[config.mk]
export PLATFORM = sky130hd
export DESIGN_NAME = hold_to_confirm_prompt_controller
export DESIGN_NICKNAME = d
export VERILOG_FILES = /design/src/hw/rtl/htc_pkg.sv /design/src/hw/rtl/hold_to_confirm_prompt_controller.sv
export SDC_FILE = /design/constraint.sdc
export NUM_CORES = 1
export LEC_CHECK = 0
export ABC_AREA = 1
export BUFFER_PORTS_ARGS = -buffer_cell sky130_fd_sc_hd__buf_2
export CAP_MARGIN = 20
export CELL_PAD_IN_SITES_DETAIL_PLACEMENT = 1
export CELL_PAD_IN_SITES_GLOBAL_PLACEMENT = 2
export CORE_MARGIN = 8
export CORE_UTILIZATION = 33
export CTS_BUF_LIST = sky130_fd_sc_hd__clkbuf_8 sky130_fd_sc_hd__clkbuf_16
export CTS_CLUSTER_SIZE = 12
export DETAILED_ROUTE_END_ITERATION = 10
export PLACE_DENSITY_LB_ADDON = 0.1
export SLEW_MARGIN = 20
export SYNTH_ARGS = -nofsm -noshare
export SYNTH_HDL_FRONTEND = slang
export SYNTH_SLANG_ARGS = --single-unit
export TNS_END_PERCENT = 5
[constraint.sdc]
create_clock -name clk -period 10.14 [get_ports clk]
set_input_delay 2.028 -clock clk [delete_from_list [all_inputs] [get_ports clk]]
set_output_delay 2.028 -clock clk [all_outputs]
set_load 0.005 [all_outputs]
[src/hw/rtl/htc_pkg.sv]
// Shared types and constants for the hold-to-confirm prompt controller.
package htc_pkg;

  // Item kinds carried on the input tuser.
  typedef enum logic [1:0] {
    FUNC_TICK   = 2'd0,
    FUNC_PROMPT = 2'd1,
    FUNC_CLOSE  = 2'd2
  } func_t;

  // Screen codes of a result beat.
  typedef enum logic [2:0] {
    SCR_NONE   = 3'd0,
    SCR_MENU   = 3'd1,
    SCR_CLAIM  = 3'd2,
    SCR_FINGER = 3'd3,
    SCR_COUNT  = 3'd4
  } screen_t;

  // Result codes of a trust result message.
  localparam logic RCODE_CONFIRMED = 1'b0;
  localparam logic RCODE_TIMEOUT   = 1'b1;

  // Session kind that selects menu behavior.
  localparam logic [1:0] KIND_MENU = 2'd2;

  // Configuration register indexes.
  localparam logic [1:0] REG_TIMEOUT_LIMIT = 2'd0;
  localparam logic [1:0] REG_DISPLAY_LIMIT = 2'd1;
  localparam logic [1:0] REG_RELEASE_GRACE = 2'd2;

  // Configuration reset values.
  localparam logic [31:0] TIMEOUT_LIMIT_RST = 32'd150000;
  localparam logic [31:0] DISPLAY_LIMIT_RST = 32'd90000;
  localparam logic [3:0]  RELEASE_GRACE_RST = 4'd2;

  // Hold need in ms is at most 255 * 1000, which fits in 18 bits.
  localparam int unsigned NEED_W = 18;
  localparam logic [NEED_W-1:0] MS_PER_SEC = 18'd1000;
  localparam logic [NEED_W-1:0] ROUND_UP   = 18'd999;

  // Division by 1000 as a multiply by ceil(2^28 / 1000) and a shift by 28.
  // Exact for every dividend below 2^18.
  localparam int unsigned RECIP_SHIFT = 28;
  localparam int unsigned RECIP_W     = 19;
  localparam logic [RECIP_W-1:0] RECIP_1000 = 19'd268436;

  localparam logic [4:0] MISS_MAX = 5'd31;

  // Input beat payload.
  typedef struct packed {
    logic [7:0]  prompt_req_seq;
    logic [31:0] prompt_nonce;
    logic [7:0]  prompt_confirm_secs;
    logic [1:0]  prompt_mode;
    logic        btn_right;
    logic        btn_left;
    logic [31:0] now_ms;
  } in_beat_t;

  // Output beat payload.
  typedef struct packed {
    logic        prompt_active;
    logic        beep;
    logic        right_press;
    logic        left_press;
    logic [7:0]  result_seq;
    logic [31:0] result_nonce;
    logic        result_code;
    logic        result_valid;
    logic [7:0]  countdown_secs;
    screen_t     screen;
  } out_beat_t;

  localparam int unsigned IN_BITS    = $bits(in_beat_t);
  localparam int unsigned OUT_BITS   = $bits(out_beat_t);
  localparam int unsigned IN_DATA_W  = ((IN_BITS + 7) / 8) * 8;
  localparam int unsigned OUT_DATA_W = ((OUT_BITS + 7) / 8) * 8;

endpackage

[src/hw/rtl/hold_to_confirm_prompt_controller.sv]
// Hold-to-confirm prompt controller: session state, hold timing and result beats.
// An accepted beat lands in the input register and then in the result register,
// which drives m_tdata; a stall on m_tready can hold it in either. Throughput: one
// beat per cycle, limited only by the downstream tready; the input register lets
// a new beat enter while a finished result waits in the result register.
// Reset (synchronous, active high) closes the session, empties both pipeline
// registers and restores the configuration defaults.
module hold_to_confirm_prompt_controller (
  input  logic                                clk,
  input  logic                                rst,
  // Input stream.
  input  logic                                s_tvalid,
  output logic                                s_tready,
  // tdata from bit 0: now_ms, btn_left, btn_right, prompt_mode,
  // prompt_confirm_secs, prompt_nonce, prompt_req_seq, zero fill.
  input  logic [htc_pkg::IN_DATA_W-1:0]       s_tdata,
  // tuser: func.
  input  logic [1:0]                          s_tuser,
  // Result stream.
  output logic                                m_tvalid,
  input  logic                                m_tready,
  // tdata from bit 0: screen, countdown_secs, result_valid, result_code,
  // result_nonce, result_seq, left_press, right_press, beep, prompt_active,
  // zero fill.
  output logic [htc_pkg::OUT_DATA_W-1:0]      m_tdata,
  // Configuration write port.
  input  logic                                cfg_we,
  input  logic [1:0]                          cfg_addr,
  input  logic [31:0]                         cfg_wdata
);

  // Configuration registers.
  logic [31:0] timeout_limit_ms;
  logic [31:0] display_limit_ms;
  logic [3:0]  release_grace_samples;

  always_ff @(posedge clk) begin
    if (rst) begin
      timeout_limit_ms      <= htc_pkg::TIMEOUT_LIMIT_RST;
      display_limit_ms      <= htc_pkg::DISPLAY_LIMIT_RST;
      release_grace_samples <= htc_pkg::RELEASE_GRACE_RST;
    end else if (cfg_we) begin
      unique case (cfg_addr)
        htc_pkg::REG_TIMEOUT_LIMIT: timeout_limit_ms      <= cfg_wdata;
        htc_pkg::REG_DISPLAY_LIMIT: display_limit_ms      <= cfg_wdata;
        htc_pkg::REG_RELEASE_GRACE: release_grace_samples <= cfg_wdata[3:0];
        default: ;
      endcase
    end
  end

  // Pipeline handshake. The result register advances whenever it is empty or
  // being drained, and the input register whenever it is empty or its beat moves on.
  logic                out_valid;
  htc_pkg::out_beat_t  out_beat;
  logic                s1_valid;
  logic [1:0]          s1_func;
  htc_pkg::in_beat_t   s1_beat;
  logic                out_ready;
  logic                s1_fire;

  assign out_ready = !out_valid || m_tready;
  assign s1_fire   = s1_valid && out_ready;
  assign s_tready  = !s1_valid || out_ready;

  always_ff @(posedge clk) begin
    if (rst) begin
      s1_valid <= 1'b0;
    end else if (s_tready) begin
      s1_valid <= s_tvalid;
    end
  end

  always_ff @(posedge clk) begin
    if (s_tready && s_tvalid) begin
      s1_func <= s_tuser;
      s1_beat <= htc_pkg::in_beat_t'(s_tdata[htc_pkg::IN_BITS-1:0]);
    end
  end

  // Session state.
  logic        session_open,  session_open_next;
  logic [1:0]  session_kind,  session_kind_next;
  logic [7:0]  hold_seconds,  hold_seconds_next;
  logic [31:0] saved_nonce,   saved_nonce_next;
  logic [7:0]  saved_seq,     saved_seq_next;
  logic [31:0] start_time,    start_time_next;
  logic [31:0] hold_time,     hold_time_next;
  logic        hold_running,  hold_running_next;
  logic [4:0]  miss_count,    miss_count_next;
  logic        menu_synced,   menu_synced_next;
  logic        last_left,     last_left_next;
  logic        last_right,    last_right_next;

  htc_pkg::out_beat_t out_beat_next;

  // Shared timing arithmetic for the tick path.
  logic [31:0]                        elapsed;
  logic [htc_pkg::NEED_W-1:0]         need;
  logic [31:0]                        hold_base;
  logic [31:0]                        held;
  logic                               hold_done;
  logic [htc_pkg::NEED_W-1:0]         remain_rnd;
  logic [htc_pkg::NEED_W+htc_pkg::RECIP_W-1:0] recip_prod;
  logic [7:0]                         countdown_val;
  logic                               both;
  logic                               timed_out;
  logic [4:0]                         miss_inc;

  always_comb begin
    elapsed   = s1_beat.now_ms - start_time;
    need      = htc_pkg::NEED_W'(hold_seconds) * htc_pkg::MS_PER_SEC;
    // A hold that starts on this tick measures from now, so it has held zero.
    hold_base = hold_running ? hold_time : s1_beat.now_ms;
    held      = s1_beat.now_ms - hold_base;
    hold_done = held >= 32'(need);
    // Only meaningful when the hold is short of the need, so held fits in 18 bits.
    remain_rnd = need - held[htc_pkg::NEED_W-1:0] + htc_pkg::ROUND_UP;
    recip_prod = (htc_pkg::NEED_W + htc_pkg::RECIP_W)'(remain_rnd)
               * (htc_pkg::NEED_W + htc_pkg::RECIP_W)'(htc_pkg::RECIP_1000);
    countdown_val = hold_done ? 8'd0 : recip_prod[htc_pkg::RECIP_SHIFT +: 8];
    both       = s1_beat.btn_left && s1_beat.btn_right;
    timed_out  = elapsed > timeout_limit_ms;
    miss_inc   = (miss_count < htc_pkg::MISS_MAX) ? miss_count + 5'd1 : miss_count;
  end

  always_comb begin
    session_open_next = session_open;
    session_kind_next = session_kind;
    hold_seconds_next = hold_seconds;
    saved_nonce_next  = saved_nonce;
    saved_seq_next    = saved_seq;
    start_time_next   = start_time;
    hold_time_next    = hold_time;
    hold_running_next = hold_running;
    miss_count_next   = miss_count;
    menu_synced_next  = menu_synced;
    last_left_next    = last_left;
    last_right_next   = last_right;
    out_beat_next     = '0;
    out_beat_next.screen = htc_pkg::SCR_NONE;

    unique case (s1_func)
      htc_pkg::FUNC_TICK: begin
        if (session_open) begin
          if (session_kind == htc_pkg::KIND_MENU) begin
            if (timed_out) begin
              out_beat_next.result_valid = 1'b1;
              out_beat_next.result_code  = htc_pkg::RCODE_TIMEOUT;
              session_open_next = 1'b0;
              hold_running_next = 1'b0;
              miss_count_next   = '0;
            end else begin
              // The first tick only learns the levels; later ticks report edges.
              if (menu_synced) begin
                out_beat_next.left_press  = s1_beat.btn_left && !last_left;
                out_beat_next.right_press = s1_beat.btn_right && !last_right;
              end
              menu_synced_next = 1'b1;
              last_left_next   = s1_beat.btn_left;
              last_right_next  = s1_beat.btn_right;
              out_beat_next.screen = htc_pkg::SCR_MENU;
            end
          end else if (hold_seconds == 8'd0) begin
            // Display-only sessions close without a message.
            if (elapsed > display_limit_ms) begin
              session_open_next = 1'b0;
              hold_running_next = 1'b0;
              miss_count_next   = '0;
            end else begin
              out_beat_next.screen = htc_pkg::SCR_CLAIM;
            end
          end else if (timed_out) begin
            out_beat_next.result_valid = 1'b1;
            out_beat_next.result_code  = htc_pkg::RCODE_TIMEOUT;
            session_open_next = 1'b0;
            hold_running_next = 1'b0;
            miss_count_next   = '0;
          end else if (both) begin
            miss_count_next = '0;
            if (!hold_running) begin
              hold_running_next = 1'b1;
              hold_time_next    = s1_beat.now_ms;
            end
            if (hold_done) begin
              out_beat_next.beep         = 1'b1;
              out_beat_next.result_valid = 1'b1;
              out_beat_next.result_code  = htc_pkg::RCODE_CONFIRMED;
              session_open_next = 1'b0;
              hold_running_next = 1'b0;
            end else begin
              out_beat_next.screen         = htc_pkg::SCR_COUNT;
              out_beat_next.countdown_secs = countdown_val;
            end
          end else if (hold_running) begin
            // A short release keeps the hold alive for a few ticks.
            miss_count_next = miss_inc;
            if (miss_inc <= 5'(release_grace_samples)) begin
              out_beat_next.screen         = htc_pkg::SCR_COUNT;
              out_beat_next.countdown_secs = countdown_val;
            end else begin
              hold_running_next    = 1'b0;
              out_beat_next.screen = htc_pkg::SCR_FINGER;
            end
          end else begin
            out_beat_next.screen = htc_pkg::SCR_FINGER;
          end
        end
      end
      htc_pkg::FUNC_PROMPT: begin
        session_kind_next = s1_beat.prompt_mode;
        hold_seconds_next = s1_beat.prompt_confirm_secs;
        saved_nonce_next  = s1_beat.prompt_nonce;
        saved_seq_next    = s1_beat.prompt_req_seq;
        start_time_next   = s1_beat.now_ms;
        hold_time_next    = '0;
        hold_running_next = 1'b0;
        miss_count_next   = '0;
        menu_synced_next  = 1'b0;
        session_open_next = 1'b1;
      end
      htc_pkg::FUNC_CLOSE: begin
        session_open_next = 1'b0;
        hold_running_next = 1'b0;
        miss_count_next   = '0;
        hold_time_next    = '0;
      end
      default: ;
    endcase

    if (out_beat_next.result_valid) begin
      out_beat_next.result_nonce = saved_nonce;
      out_beat_next.result_seq   = saved_seq;
    end
    out_beat_next.prompt_active = session_open_next;
  end

  always_ff @(posedge clk) begin
    if (rst) begin
      session_open <= 1'b0;
      session_kind <= '0;
      hold_seconds <= '0;
      saved_nonce  <= '0;
      saved_seq    <= '0;
      start_time   <= '0;
      hold_time    <= '0;
      hold_running <= 1'b0;
      miss_count   <= '0;
      menu_synced  <= 1'b0;
      last_left    <= 1'b0;
      last_right   <= 1'b0;
    end else if (s1_fire) begin
      session_open <= session_open_next;
      session_kind <= session_kind_next;
      hold_seconds <= hold_seconds_next;
      saved_nonce  <= saved_nonce_next;
      saved_seq    <= saved_seq_next;
      start_time   <= start_time_next;
      hold_time    <= hold_time_next;
      hold_running <= hold_running_next;
      miss_count   <= miss_count_next;
      menu_synced  <= menu_synced_next;
      last_left    <= last_left_next;
      last_right   <= last_right_next;
    end
  end

  // Result register.
  always_ff @(posedge clk) begin
    if (rst) begin
      out_valid <= 1'b0;
    end else if (out_ready) begin
      out_valid <= s1_valid;
    end
  end

  always_ff @(posedge clk) begin
    if (s1_fire) begin
      out_beat <= out_beat_next;
    end
  end

  assign m_tvalid = out_valid;
  assign m_tdata  = htc_pkg::OUT_DATA_W'(out_beat);

`ifndef SYNTHESIS
  // A result message always ends the session, so nothing is on screen.
  a_result_blank: assert property (@(posedge clk) disable iff (rst)
    out_valid && out_beat.result_valid |->
      out_beat.screen == htc_pkg::SCR_NONE && !out_beat.prompt_active)
    else $error("result beat with a screen or an open session");

  // The beep comes only with a confirmed result.
  a_beep_confirmed: assert property (@(posedge clk) disable iff (rst)
    out_valid && out_beat.beep |->
      out_beat.result_valid && out_beat.result_code == htc_pkg::RCODE_CONFIRMED)
    else $error("beep without a confirmed result");

  // A countdown value is shown only on the countdown screen.
  a_countdown_screen: assert property (@(posedge clk) disable iff (rst)
    out_valid && out_beat.countdown_secs != 8'd0 |->
      out_beat.screen == htc_pkg::SCR_COUNT)
    else $error("countdown value off the countdown screen");

  // A hold can only run inside an open session.
  a_hold_in_session: assert property (@(posedge clk) disable iff (rst)
    hold_running |-> session_open)
    else $error("hold running with the session closed");
`endif

endmodule

==> results.ini <==
[drt]
drc = 0
vias_per_cell = 4.799
routed_wl_um = 70440
initialDrtViolationCount = 617
vias = 20020
wl_per_cell_um = 16.88
dr.pass1.iters = 5
ant_nets = 0

[global_routing]
grt_util_all_layers_pct = 16.94
globalRouteOverflowTotal = 0
grt_pass1_wl_um = 114500
grt_pass1_vias = 21720
antenna_found_initial = 0
grt_max_degree = 95

[final_layout]
fill_cells = 8743
final_util_pct = 38.15
multi_input_area_um2 = 13830
num-nets-final = 3734
syn_to_final_growth_pct = 14.57
drive_gt1_share_pct = 10.52
final-seq-area_um2 = 8193

[synth]
yosysTopAreaCell = ha_1
synthSimpleGateAreaFrac_pct = 15.17
yosysMostFrequentCell = inv_1
synth_edf_count = 143
synthDistinctLibCells = 53
synthAdderAreaFrac_pct = 24.19
netlist_instances = 3000
synth.area.mux_share_pct = 0
synth_area_leaders = ha_1, edfxtp_1, dfxtp_1
synth_async_sr_flop_share_pct = 0
avgSynthCellArea_um2 = 8.097
yosys_warnings = 0
syn-cell-area_um2 = 24290
synth_compound_area_share_pct = 13.80
dominantRegCellSynth = dfxtp_1
synth_xor_xnor_area_share_pct = 3.034
synth_commonest_cells = inv_1, nand2_1, ha_1, a21oi_1, o21ai_0
ys_seq_area_share_pct = 33.66
synth_top_family_by_area = adder cells
yosysTopAreaCellShare_pct = 18.34
ys_seq_elements = 337

[clock_tree]
hold_buffers = 0
h-tree-depth = 2
clkLatencyLatePin_ns = 0.58
clk_path_buf_depth = 3
cts-root-buf = clkbuf_16
cts_buffers = 42
clkSinkCount = 337
cts.clk_slew.worst_paths_ns = 0.05
cts_tree = done

[timing]
slew_viol_final = 0
hold_violations = 0
setup_viol = 0
period_share_pct = 94.61
timing.hold.ws_ns = 0.4524
worstMarginPinSlew_ns = 0.9711
clock.fmax_ghz = 0.1042
layout_min_cycle_time_ns = 9.594
skew_ns = 0.02395
slew-limit-headroom_pct = 35.26
rsz0062_at_grt = no

[setup_path]
path_class = reg2reg
cp_common_cell = inv_1
arrival_ns = 9.89
cp_max_fo = 7
crit_buf_inv = 7
cp-end-kind = flop
cpPeakStageDelay_ns = 0.61
crit_slowest_cell = fa_2
critPathTopFamily = adder cells
cp.required_ns = 10.44
worstSetupStartpointType = flop

[floorplanning]
ioPinCount = 195
coreArea_um2 = 72960
rows = 99
start_util_pct = 33.30
die_width_um = 287.3
dieArea_um2 = 82550
die_y_um = 287.3

[hold_path]
hold_class = reg2reg

[place]
gp_congestion = 0.8568
hpwlAfterDp_um = 56360
numPortBuffers = 183

[run_status]
status = complete, no violations

[job]
maxCapViolations = 0

-- layout make-up --
class,count,area share (%)
multi-input combinational,2029,49.69
sequential,337,29.44
inverter,559,7.562
tap,959,4.311
clock buffer,48,4.073
timing repair buffer,209,3.992
clock inverter,30,0.9216
antenna,1,0.008991
-- per-stage QoR --
stage                     std cells  TNS [ns]  setup WS (ns)  area (um^2)
final                          4172         0         0.5460        27830
after floorplan                3006         0         0.7108        24310
after CTS                      4170         0        0.05447        27690
after global placement         4090         0         0.1535        26270
after global routing           4171         0       0.001080        27830
after detailed placement       4092  -0.01449       -0.01449        26290
-- routing by layer --
metal  GRT usage, %  share of wire (%)  vias to the layer above
li1               -                  -                    10160
met3          2.553                3.2                       71
met2          30.79                 50                      201
met4          3.195                1.6                        0
met5              0                  0                        -
met1          21.15                 45                     9588
-- registers in the layout, summed over array words and instances (netlist names), 4 cells and up --
signal / cells
s1_beat: 84
timeout_limit_ms: 32
hold_time: 32
release_grace_samples: 4
display_limit_ms: 32
m_tdata: 57
miss_count: 5
saved_seq: 8
hold_seconds: 8
saved_nonce: 32
start_time: 32
-- timing repair --
action,4_1_cts,5_1_grt
setup buffers,0,1
pin swaps,0,5
gates resized for setup,2,31
setup endpoints to repair,2,8
-- final timing paths --
check                 end            start  slack [ns]  cells after the start
max            m_tdata[9]  hold_seconds[0]        0.55                     41
min          saved_seq[5]     saved_seq[5]        0.45                      2
max reg2reg    m_tdata[9]  hold_seconds[0]        0.55                     41
min reg2reg  saved_seq[5]     saved_seq[5]        0.45                      2
-- cells by family (layout without fill, tap and decap cells) --
family | count (synthesis) | after routing
AOI/OAI and AO/OA | 631 | 631
xor gates and xnor gates | 82 | 82
adders and majority gates | 427 | 427
buffers and inverters | 640 | 846
DFF | 337 | 337
other | 1 | 8
and+or+nand+nor | 882 | 882
-- worst register-to-register path, delay by kind of cell (launching register included) --
| kind | cells | cell delay, ns |
|---|---|---|
| flops | 1 | 0.38 |
| fa+ha+maj | 13 | 5.50 |
| buf+inv | 7 | 0.37 |
| simple gates | 6 | 0.56 |
| compound gates | 11 | 1.73 |
| xor+xnor | 4 | 0.79 |
-- cell usage in the layout, fill, tap and decap left out, drive strengths merged, types with 14 or more instances in the layout --
| master | count |
|---|---|
| clkinv | 14 |
| nand4 | 25 |
| edfxtp | 143 |
| nor2 | 228 |
| xor2 | 58 |
| fa | 71 |
| o21ai | 242 |
| ha | 356 |
| xnor2 | 24 |
| dfxtp | 194 |
| nand3 | 98 |
| a21oi | 318 |
| o211ai | 28 |
| clkbuf | 48 |
| buf | 209 |
| inv | 569 |
| nor3 | 22 |
| nand2 | 485 |
Power is not shown: default switching activity piles up to over one toggle a cycle in this logic, so the estimate is an artifact.
